File: src/hw/rtl/fhp_pkg.sv
// ----------------------------------------------------------------------------
// fhp_pkg
// Shared types, codes and helpers of the frame header parser.
// ----------------------------------------------------------------------------
package fhp_pkg;

  localparam int FRAME_CODES = 256;
  localparam int MAX_STREAMS = 16;
  localparam int CODE_W      = $clog2(FRAME_CODES);
  localparam int STREAM_W    = $clog2(MAX_STREAMS);

  localparam logic [1:0] MODE_BYTE        = 2'd0;
  localparam logic [1:0] MODE_CODE_LOAD   = 2'd1;
  localparam logic [1:0] MODE_STREAM_LOAD = 2'd2;

  localparam logic [1:0] KIND_FRAME      = 2'd0;
  localparam logic [1:0] KIND_NON_FRAME  = 2'd1;
  localparam logic [1:0] KIND_BAD_STREAM = 2'd2;

  localparam logic [7:0]  NOT_FRAME_BYTE = 8'h4E;
  localparam logic [7:0]  VARINT_CONT    = 8'h80;
  localparam logic [6:0]  VARINT_DATA    = 7'h7F;
  localparam logic [31:0] LEN_MAX        = 32'hFFFF_FFFF;

  typedef struct packed {
    logic [1:0]         mode;
    logic [7:0]         data_byte;
    logic [7:0]         entry_index;
    logic [2:0]         entry_flags;
    logic [4:0]         entry_stream_plus_one;
    logic [15:0]        entry_multiplier;
    logic [16:0]        entry_size_base;
    logic signed [15:0] entry_pts_step;
    logic [3:0]         entry_extra_fields;
    logic [5:0]         stream_shift;
    logic [63:0]        stream_start_pts;
  } fhp_in_t;

  typedef struct packed {
    logic [1:0]  kind;
    logic [7:0]  start_code;
    logic [3:0]  stream_id;
    logic [63:0] frame_pts;
    logic [31:0] frame_length;
    logic        is_keyframe;
  } fhp_out_t;

  typedef struct packed {
    logic [2:0]  flags;
    logic [4:0]  stream_plus_one;
    logic [15:0] multiplier;
    logic [16:0] size_base;
    logic [15:0] pts_step;
    logic [3:0]  extra_fields;
  } code_entry_t;

  typedef struct packed {
    logic    go;
    fhp_in_t item;
  } fhp_step_t;

  typedef struct packed {
    logic     valid;
    fhp_out_t data;
  } fhp_res_t;

  function automatic code_entry_t to_entry(fhp_in_t it);
    code_entry_t e;
    e.flags           = it.entry_flags;
    e.stream_plus_one = it.entry_stream_plus_one;
    e.multiplier      = it.entry_multiplier;
    e.size_base       = it.entry_size_base;
    e.pts_step        = it.entry_pts_step;
    e.extra_fields    = it.entry_extra_fields;
    return e;
  endfunction

endpackage

File: src/hw/rtl/fhp_parser.sv
// ----------------------------------------------------------------------------
// fhp_parser
// Header parse step: varint assembly, phase sequencing, stream tables,
// pts rebuild and length computation for one item per cycle while step_i.go is set.
// ----------------------------------------------------------------------------
module fhp_parser import fhp_pkg::*; (
  input  logic        clk_i,
  input  logic        rst_ni,
  input  fhp_step_t   step_i,
  input  code_entry_t rd_entry_i,
  output fhp_res_t    res_o
);

  localparam logic [2:0] PH_IDLE   = 3'd0;
  localparam logic [2:0] PH_STREAM = 3'd1;
  localparam logic [2:0] PH_PTS    = 3'd2;
  localparam logic [2:0] PH_SIZE   = 3'd3;
  localparam logic [2:0] PH_EXTRA  = 3'd4;

  logic [2:0]          phase_q, phase_d;
  logic [63:0]         acc_q, acc_d;
  logic [CODE_W-1:0]   code_q, code_d;
  logic [STREAM_W-1:0] stream_q, stream_d;
  logic [63:0]         pend_pts_q, pend_pts_d;
  logic [63:0]         pend_lsb_q, pend_lsb_d;
  logic [3:0]          extra_q, extra_d;
  code_entry_t         entry_q, entry_d;

  logic [5:0]  shift_q [MAX_STREAMS];
  logic [63:0] last_q  [MAX_STREAMS];

  logic        do_adv, do_fin, do_rej;
  logic [2:0]  adv_from;
  logic [1:0]  rej_kind;
  code_entry_t e;
  logic [63:0] acc_v;
  logic [7:0]  byte_v;
  logic [63:0] last_v, top_v, mask_v, delta_v, pts_v, lsb_v;
  logic [5:0]  sh_v;
  logic [47:0] prod_v;
  logic [48:0] sum_v;
  logic [31:0] len_v;
  logic [3:0]  extra_dec;
  fhp_in_t     it;

  assign it     = step_i.item;
  assign byte_v = it.data_byte;
  assign acc_v  = {acc_q[56:0], byte_v[6:0] & VARINT_DATA};

  always_comb begin
    phase_d    = phase_q;
    acc_d      = acc_q;
    code_d     = code_q;
    stream_d   = stream_q;
    pend_pts_d = pend_pts_q;
    pend_lsb_d = pend_lsb_q;
    extra_d    = extra_q;
    entry_d    = entry_q;
    e          = entry_q;
    do_adv     = 1'b0;
    adv_from   = PH_PTS;
    do_fin     = 1'b0;
    do_rej     = 1'b0;
    rej_kind   = KIND_NON_FRAME;
    extra_dec  = extra_q - 4'd1;

    if (step_i.go) begin
      case (it.mode)
        MODE_CODE_LOAD: begin
          if (it.entry_index == code_q) entry_d = to_entry(it);
        end
        MODE_BYTE: begin
          if (phase_q == PH_IDLE) begin
            e          = rd_entry_i;
            entry_d    = rd_entry_i;
            code_d     = byte_v;
            pend_pts_d = '0;
            pend_lsb_d = '0;
            acc_d      = '0;
            if (byte_v == NOT_FRAME_BYTE || e.flags[2]) begin
              do_rej   = 1'b1;
              rej_kind = KIND_NON_FRAME;
            end else if (e.stream_plus_one == '0) begin
              phase_d = PH_STREAM;
            end else if (e.stream_plus_one > 5'(MAX_STREAMS)) begin
              do_rej   = 1'b1;
              rej_kind = KIND_BAD_STREAM;
            end else begin
              stream_d = STREAM_W'(e.stream_plus_one - 5'd1);
              do_adv   = 1'b1;
              adv_from = PH_PTS;
            end
          end else if ((byte_v & VARINT_CONT) != '0) begin
            acc_d = acc_v;
          end else begin
            acc_d = '0;
            unique case (phase_q)
              PH_STREAM: begin
                if (acc_v >= 64'(MAX_STREAMS)) begin
                  do_rej   = 1'b1;
                  rej_kind = KIND_BAD_STREAM;
                end else begin
                  stream_d = acc_v[STREAM_W-1:0];
                  do_adv   = 1'b1;
                  adv_from = PH_PTS;
                end
              end
              PH_PTS: begin
                pend_pts_d = acc_v;
                do_adv     = 1'b1;
                adv_from   = PH_SIZE;
              end
              PH_SIZE: begin
                pend_lsb_d = acc_v;
                do_adv     = 1'b1;
                adv_from   = PH_EXTRA;
              end
              default: begin
                extra_d = extra_dec;
                do_fin  = (extra_dec == '0);
              end
            endcase
          end
        end
        default: ;
      endcase
    end

    if (do_adv) begin
      if (adv_from <= PH_PTS && e.pts_step == '0) begin
        phase_d = PH_PTS;
      end else if (adv_from <= PH_SIZE && e.flags[0]) begin
        phase_d = PH_SIZE;
      end else if (e.extra_fields != '0) begin
        extra_d = e.extra_fields;
        phase_d = PH_EXTRA;
      end else begin
        do_fin = 1'b1;
      end
    end

    last_v  = last_q[stream_d];
    sh_v    = shift_q[stream_d];
    top_v   = 64'd1 << sh_v;
    mask_v  = top_v - 64'd1;
    delta_v = last_v - (mask_v >> 1);
    if (e.pts_step != '0) begin
      pts_v = last_v + {{48{e.pts_step[15]}}, e.pts_step};
    end else if (pend_pts_d >= top_v) begin
      pts_v = pend_pts_d - top_v;
    end else begin
      pts_v = ((pend_pts_d - delta_v) & mask_v) + delta_v;
    end

    lsb_v  = e.flags[0] ? pend_lsb_d : '0;
    prod_v = 48'(lsb_v[31:0]) * 48'(e.multiplier);
    sum_v  = 49'(prod_v) + 49'(e.size_base);
    if ((lsb_v[63:32] != '0 && e.multiplier != '0) || sum_v[48:32] != '0) begin
      len_v = LEN_MAX;
    end else begin
      len_v = sum_v[31:0];
    end

    if (do_fin || do_rej) phase_d = PH_IDLE;
    if (do_rej) acc_d = '0;

    res_o.valid             = do_fin || do_rej;
    res_o.data.kind         = do_rej ? rej_kind : KIND_FRAME;
    res_o.data.start_code   = code_d;
    res_o.data.stream_id    = do_rej ? '0 : 4'(stream_d);
    res_o.data.frame_pts    = do_rej ? '0 : pts_v;
    res_o.data.frame_length = do_rej ? '0 : len_v;
    res_o.data.is_keyframe  = do_rej ? 1'b0 : e.flags[1];
  end

  always_ff @(posedge clk_i or negedge rst_ni) begin
    if (!rst_ni) begin
      phase_q    <= PH_IDLE;
      acc_q      <= '0;
      code_q     <= '0;
      stream_q   <= '0;
      pend_pts_q <= '0;
      pend_lsb_q <= '0;
      extra_q    <= '0;
    end else begin
      phase_q    <= phase_d;
      acc_q      <= acc_d;
      code_q     <= code_d;
      stream_q   <= stream_d;
      pend_pts_q <= pend_pts_d;
      pend_lsb_q <= pend_lsb_d;
      extra_q    <= extra_d;
    end
  end

  always_ff @(posedge clk_i) begin
    entry_q <= entry_d;
    if (step_i.go && it.mode == MODE_STREAM_LOAD &&
        {1'b0, it.entry_index} < 9'(MAX_STREAMS)) begin
      shift_q[it.entry_index[STREAM_W-1:0]] <= it.stream_shift;
      last_q[it.entry_index[STREAM_W-1:0]]  <= it.stream_start_pts;
    end else if (do_fin) begin
      last_q[stream_d] <= pts_v;
    end
  end

  a_rej_idle: assert property (@(posedge clk_i) disable iff (!rst_ni)
    res_o.valid |=> phase_q == PH_IDLE)
    else $error("parser not idle after a result");

  a_res_needs_byte: assert property (@(posedge clk_i) disable iff (!rst_ni)
    res_o.valid |-> step_i.go && it.mode == MODE_BYTE)
    else $error("result without a stream byte");

  a_acc_clear: assert property (@(posedge clk_i) disable iff (!rst_ni)
    phase_q == PH_IDLE |-> acc_q == '0)
    else $error("varint accumulator dirty while idle");

endmodule

File: config.mk
export PLATFORM = sky130hd
export DESIGN_NAME = fhp_parser
export DESIGN_NICKNAME = d
export VERILOG_FILES = /design/src/hw/rtl/fhp_pkg.sv /design/src/hw/rtl/fhp_parser.sv
export SDC_FILE = /design/constraint.sdc
export NUM_CORES = 2
export LEC_CHECK = 0
export BUFFER_PORTS_ARGS = -buffer_cell sky130_fd_sc_hd__buf_2
export CAP_MARGIN = 15
export CORE_ASPECT_RATIO = 0.5
export CORE_MARGIN = 10
export CORE_UTILIZATION = 30
export DETAILED_ROUTE_END_ITERATION = 10
export GPL_TIMING_DRIVEN = 0
export HOLD_SLACK_MARGIN = 0.02
export PLACE_DENSITY = 0.56
export RECOVER_POWER = 100
export SKIP_CTS_REPAIR_TIMING = 1
export SYNTH_ARGS = -nofsm -noshare
export SYNTH_HDL_FRONTEND = slang
export SYNTH_SLANG_ARGS = --single-unit
export TNS_END_PERCENT = 50
File: constraint.sdc
create_clock -name clk_i -period 17.5 [get_ports clk_i]
set_input_delay 2.625 -clock clk_i [delete_from_list [all_inputs] [get_ports clk_i]]
set_output_delay 2.625 -clock clk_i [all_outputs]
set_load 0.005 [all_outputs]
* Word level (Yosys, flattened, before mapping)
Memories as Yosys holds them, arrays and structs flattened.
Cells that the tools add are included.
** Operators by class
- Mux-type cells :: 109
- Reduce and logical (&&, ||, !) cells :: 26
- Order comparisons :: 6
- Equality and inequality tests :: 8
- $add $sub $neg :: 9
- Multipliers :: 1
- Bitwise operators :: 1
- Shift-type cells :: 1
** Operator list (count)
- 64-bit two-way mux :: 15
- 57-bit two-way mux :: 5
- 64-bit adder :: 2
- 64-bit subtractor :: 2
- 61-bit two-way mux :: 2
- 61-bit one-hot mux with 2 select lines :: 1
- 60-bit two-way mux :: 2
- 4-bit two-way mux :: 20
- 64-bit AND :: 1
- 64-bit by 5-bit >= comparator with 1-bit output, second input constant :: 1
- 64-bit >= comparator :: 1
- 32-bit two-way mux :: 2
- 64-bit OR reduction :: 1
- 1-bit by 6-bit left shift with 64-bit output, first input constant :: 1
- 64-bit by 1-bit subtractor with 64-bit output, second input constant :: 1
- 64-bit by 63-bit subtractor with 64-bit output :: 1
- 48-bit by 17-bit adder with 49-bit output :: 1
- 32-bit by 16-bit multiplier with 48-bit output :: 1
- 3-bit two-way mux :: 14
- 1-bit two-way mux :: 33
- 16-bit nonzero test :: 2
- 32-bit nonzero test :: 1
- 8-bit two-way mux :: 3
- 2-bit two-way mux :: 10
- 27 further kinds :: 38
** Storage, ports and cells
- RAM bits :: 1120
- Word-level logic and storage cells :: 176
- Memories kept :: 2
- Input bits :: 213
- Register bits :: 265
** Memories
- last_q :: depth 16, width 64, rd ports 1, clocked after Yosys merged registers in 0, write ports 1, RTL line fhp_parser.sv:30 : logic [63:0] last_q [MAX_STREAMS];
- shift_q :: depth 16, width 6, rd ports 1, clocked after Yosys merged registers in 0, write ports 1, RTL line fhp_parser.sv:29 : logic [5:0] shift_q [MAX_STREAMS];

* Longest topological paths before layout
An unclocked memory read counts as a cell.
- Depth after elaboration :: 17
- Depth in mapped cells :: 79
- Mapped depth without buffers :: 71

* Least setup slack after synthesis
Ideal clock, no wire load.
- Path kind :: in2out
- Start point :: input rd_entry_i[53] (netlist name)
- End point :: output res_o[95] (netlist name)
- Path buffers :: 7
- Arrival time :: 15406 ps
- Stages on the path :: 74
- Slack :: -531 ps
- Cells stage by stage :: inv_1 > ha_1 > or3b_2 > inv_1 > ha_1 > nor2_1 > and3_1 > and2_1 > a211o_1 > buf_2 > nand2_1 > inv_1 > buf_1 > clkbuf_1 > a311oi_1 > a22oi_1 > nand3_1 > clkbuf_1 > (+38 left out) > nand3_1 > o21ai_0 > a21oi_1 > nor2b_1 > o21ai_0 > o31ai_1 > o41ai_1 > o311a_1 > nor3_1 > a211oi_1 > o211ai_1 > a41o_1 > a211oi_1 > nor2_1 > o2111a_1 > o31ai_1 > o21ai_1 > nor2b_1
** RTL lines
- from (decl) :: RTL line fhp_parser.sv:10 : input code_entry_t rd_entry_i,
- to (decl) :: RTL line fhp_parser.sv:11 : output fhp_res_t res_o

==> flow_summary_export.csv <==
group,metric,value,unit
status,outcome,"complete, but fails checks",
status,violations,"capacitance limit, slew limit, setup timing",
sta,worst_slew_pin_slew,5.83,ns
logic_synthesis,yosys.area.top_type,"edfxtp_1",
clocking,clk_latency,0.82,ns
cells_and_area,fillers,30433,
sta,fin_worst_skew,0.0523,ns
die,fp-row-count,143,
sta,worst_slack,-0.982,ns
clocking,cts_tree,"built",
sta,min_period,18.48,ns
critical_path,crit_path_start_kind,"input pin",
critical_path,cp.arrival,15.86,ns
critical_path,cpPeakStageDelay,0.64,ns
critical_path,cp.required,14.88,ns
clocking,clk_pin_slew_worst_paths,0.06,ns
logic_synthesis,ys.flop_type,"edfxtp_1",
die,die_y,411,microns
sta,hold_viol,0,
critical_path,cp_common_cell,"buf_12",
sta,fmax,0.0541,GHz
sta,setup_viol,14,
global_routing,antenna_found_initial,9,
logic_synthesis,ys_ff_latch,1379,
global_routing,overflow,0,
cells_and_area,synthToLayoutAreaGrowth,18.4,%
flow_run,cap_violations,2,
routing,firstDrtPassIters,6,
logic_synthesis,yosysTopAreaCellShare,38.5,%
logic_synthesis,synthArstFlopShare,14.8,%
global_routing,gr-usage-all-layers,19.7,%
logic_synthesis,synth-edff-count,1175,
logic_synthesis,yosysWarnings,0,
die,core_area,0.304,sq mm
critical_path,critPathSlowestCell,"or4_4",
die,die_x,802,microns
cells_and_area,final_nets,11306,
global_routing,grt_max_degree,110,
critical_path,path_max_fanout,8,
routing,postRouteWirelength,342000,microns
global_routing,grt_pass1_wl,491000,microns
clocking,cts_htree_levels,4,
worst_hold_path,hp-class,"register to register",
cells_and_area,drive_above_1_share,13.0,%
die,die_area,0.329,sq mm
die,boundaryPins,325,
clocking,cts_buffers,143,
logic_synthesis,synthDistinctLibCells,98,
placement,place_hpwl,269000,microns
clocking,cts_buffer_depth,3,
sta,slew_headroom,-289,%
sta,period_share,106,%
routing,drc,0,
logic_synthesis,synthCells,9485,
routing,viasPerCell,5.26,
logic_synthesis,yosysSeqAreaShare,44.1,%
sta,whs,0.496,ns
logic_synthesis,syn_nets,10600,
logic_synthesis,synth.most_common_cell,"nand2_1",
sta,rsz0062_at_grt,"yes",
placement,gp_congestion,0.951,
logic_synthesis,synth_area,0.0917,sq mm
clocking,cts-root-buf,"clkbuf_16",
routing,antenna_left,0,
logic_synthesis,syn_area_per_cell,9.67,sq um
routing,via_count,75681,
die,start_util,30.2,%
clocking,clock_sinks,1379,
routing,drtIter0Drc,7645,
critical_path,worst-setup-path-type,"input pin to output pin",
routing,drt-wirelength-per-cell,23.8,microns
global_routing,first_global_vias,73173,
sta,drv_slew,207,
placement,port_buffers,315,
logic_synthesis,synth_common_cells,"nand2_1, edfxtp_1, nand3_1",
critical_path,endpoint_kind,"output pin",
logic_synthesis,synth_area_leaders,"edfxtp_1, fa_1, nand2_1, ha_1, dfrtp_1",
critical path, delay by kind of cell:
kind                     cells  cell delay [ns]
AO/OA/AOI/OAI               27             5.55
AND/OR/NAND/NOR             21             3.49
buffers and inverters       14             1.92
adder cells (fa/ha/maj)      5             1.20
XOR/XNOR                     3             0.70
multiplexers                 1             0.29
flip-flops by register name, indices dropped and copies added (netlist names):
| signal | flops |
|---|---|
| acc_q | 57 |
| code_q | 8 |
| entry_q | 55 |
| extra_q | 4 |
| last_q | 1024 |
| pend_lsb_q | 64 |
| pend_pts_q | 64 |
| phase_q | 3 |
| shift_q | 96 |
| stream_q | 4 |
metal layers:
metal  global-route usage (%)  vias to the layer above  share of wire (%)  wire length (microns)
met5                        0                        -                  0                      0
met4                     8.99                        0                5.1                  17500
met3                     2.88                      620                7.3                  25100
met2                     33.0                     3122                 47                 160000
met1                     25.2                    37403                 41                 139000
li1                         -                    34536                  -                      -
cells by family after synthesis:
family / count (synthesis) / synth area share [%]
muxes: 120 / 1.33
buffers and inverters: 1133 / 4.69
and+or+nand+nor: 3970 / 19.0
AOI/OAI and AO/OA: 1649 / 11.9
adders and majority gates: 906 / 16.0
other: 1 / 0.00409
xor gates and xnor gates: 327 / 3.15
DFF: 1379 / 44.1
path summary, 6_finish.rpt:
check,startpoint,to,slack (ns),cells past startpoint
setup / recovery,step_i[143],res_o[96],-0.98,71
hold / removal,pend_lsb_q[58],pend_lsb_q[58],0.50,2
setup reg to reg,acc_q[30],last_q[12][59],2.71,74
hold reg to reg,pend_lsb_q[58],pend_lsb_q[58],0.50,2
max in group asynchronous,rst_ni,pend_pts_q[8],6.56,2
min in group asynchronous,rst_ni,acc_q[53],3.98,1
layout make-up:
cell class,instances,area [sq um],area share (%)
plain buffers,463,2220,2.05
diodes,13,32.5,0.0300
clock buffers,180,3750,3.45
well taps,4060,5080,4.68
flip-flops and latches,1379,40400,37.2
inverters,658,2490,2.29
repair buffers,573,4230,3.90
multi-input cells,6973,49500,45.6
clock inverters,81,873,0.804
through the flow:
step	utilization, %	setup WS, ns	cell area [sq um]	instances	TNS, ns
after floorplan	-	0.127	91700	9485	0
after global placement	32.4	-5.93	98400	13860	-1862.27
after detailed placement	32.8	-5.50	99800	13942	-1377.26
after CTS	34.4	-5.60	104000	14203	-977.29
after global routing	35.7	-1.24	109000	14375	-13.40
final	35.7	-0.982	109000	14380	-6.82
placed cells by master, fill, tap and decap left out, types with 146 or more instances in the layout:
cell type	count
nand2_1	1971
buf_2	320
o21ai_0	229
clkbuf_1	332
xnor2_1	177
a21oi_1	393
edfxtp_1	1175
clkbuf_16	146
and3_1	162
nand3_1	671
buf_4	194
inv_1	643
fa_1	441
a21o_1	176
dfrtp_1	204
ha_1	431
nor2_1	632
Power is left out: the tool's default activity adds up to more than one toggle a clock period on the data nets, which glitch-free logic cannot reach.
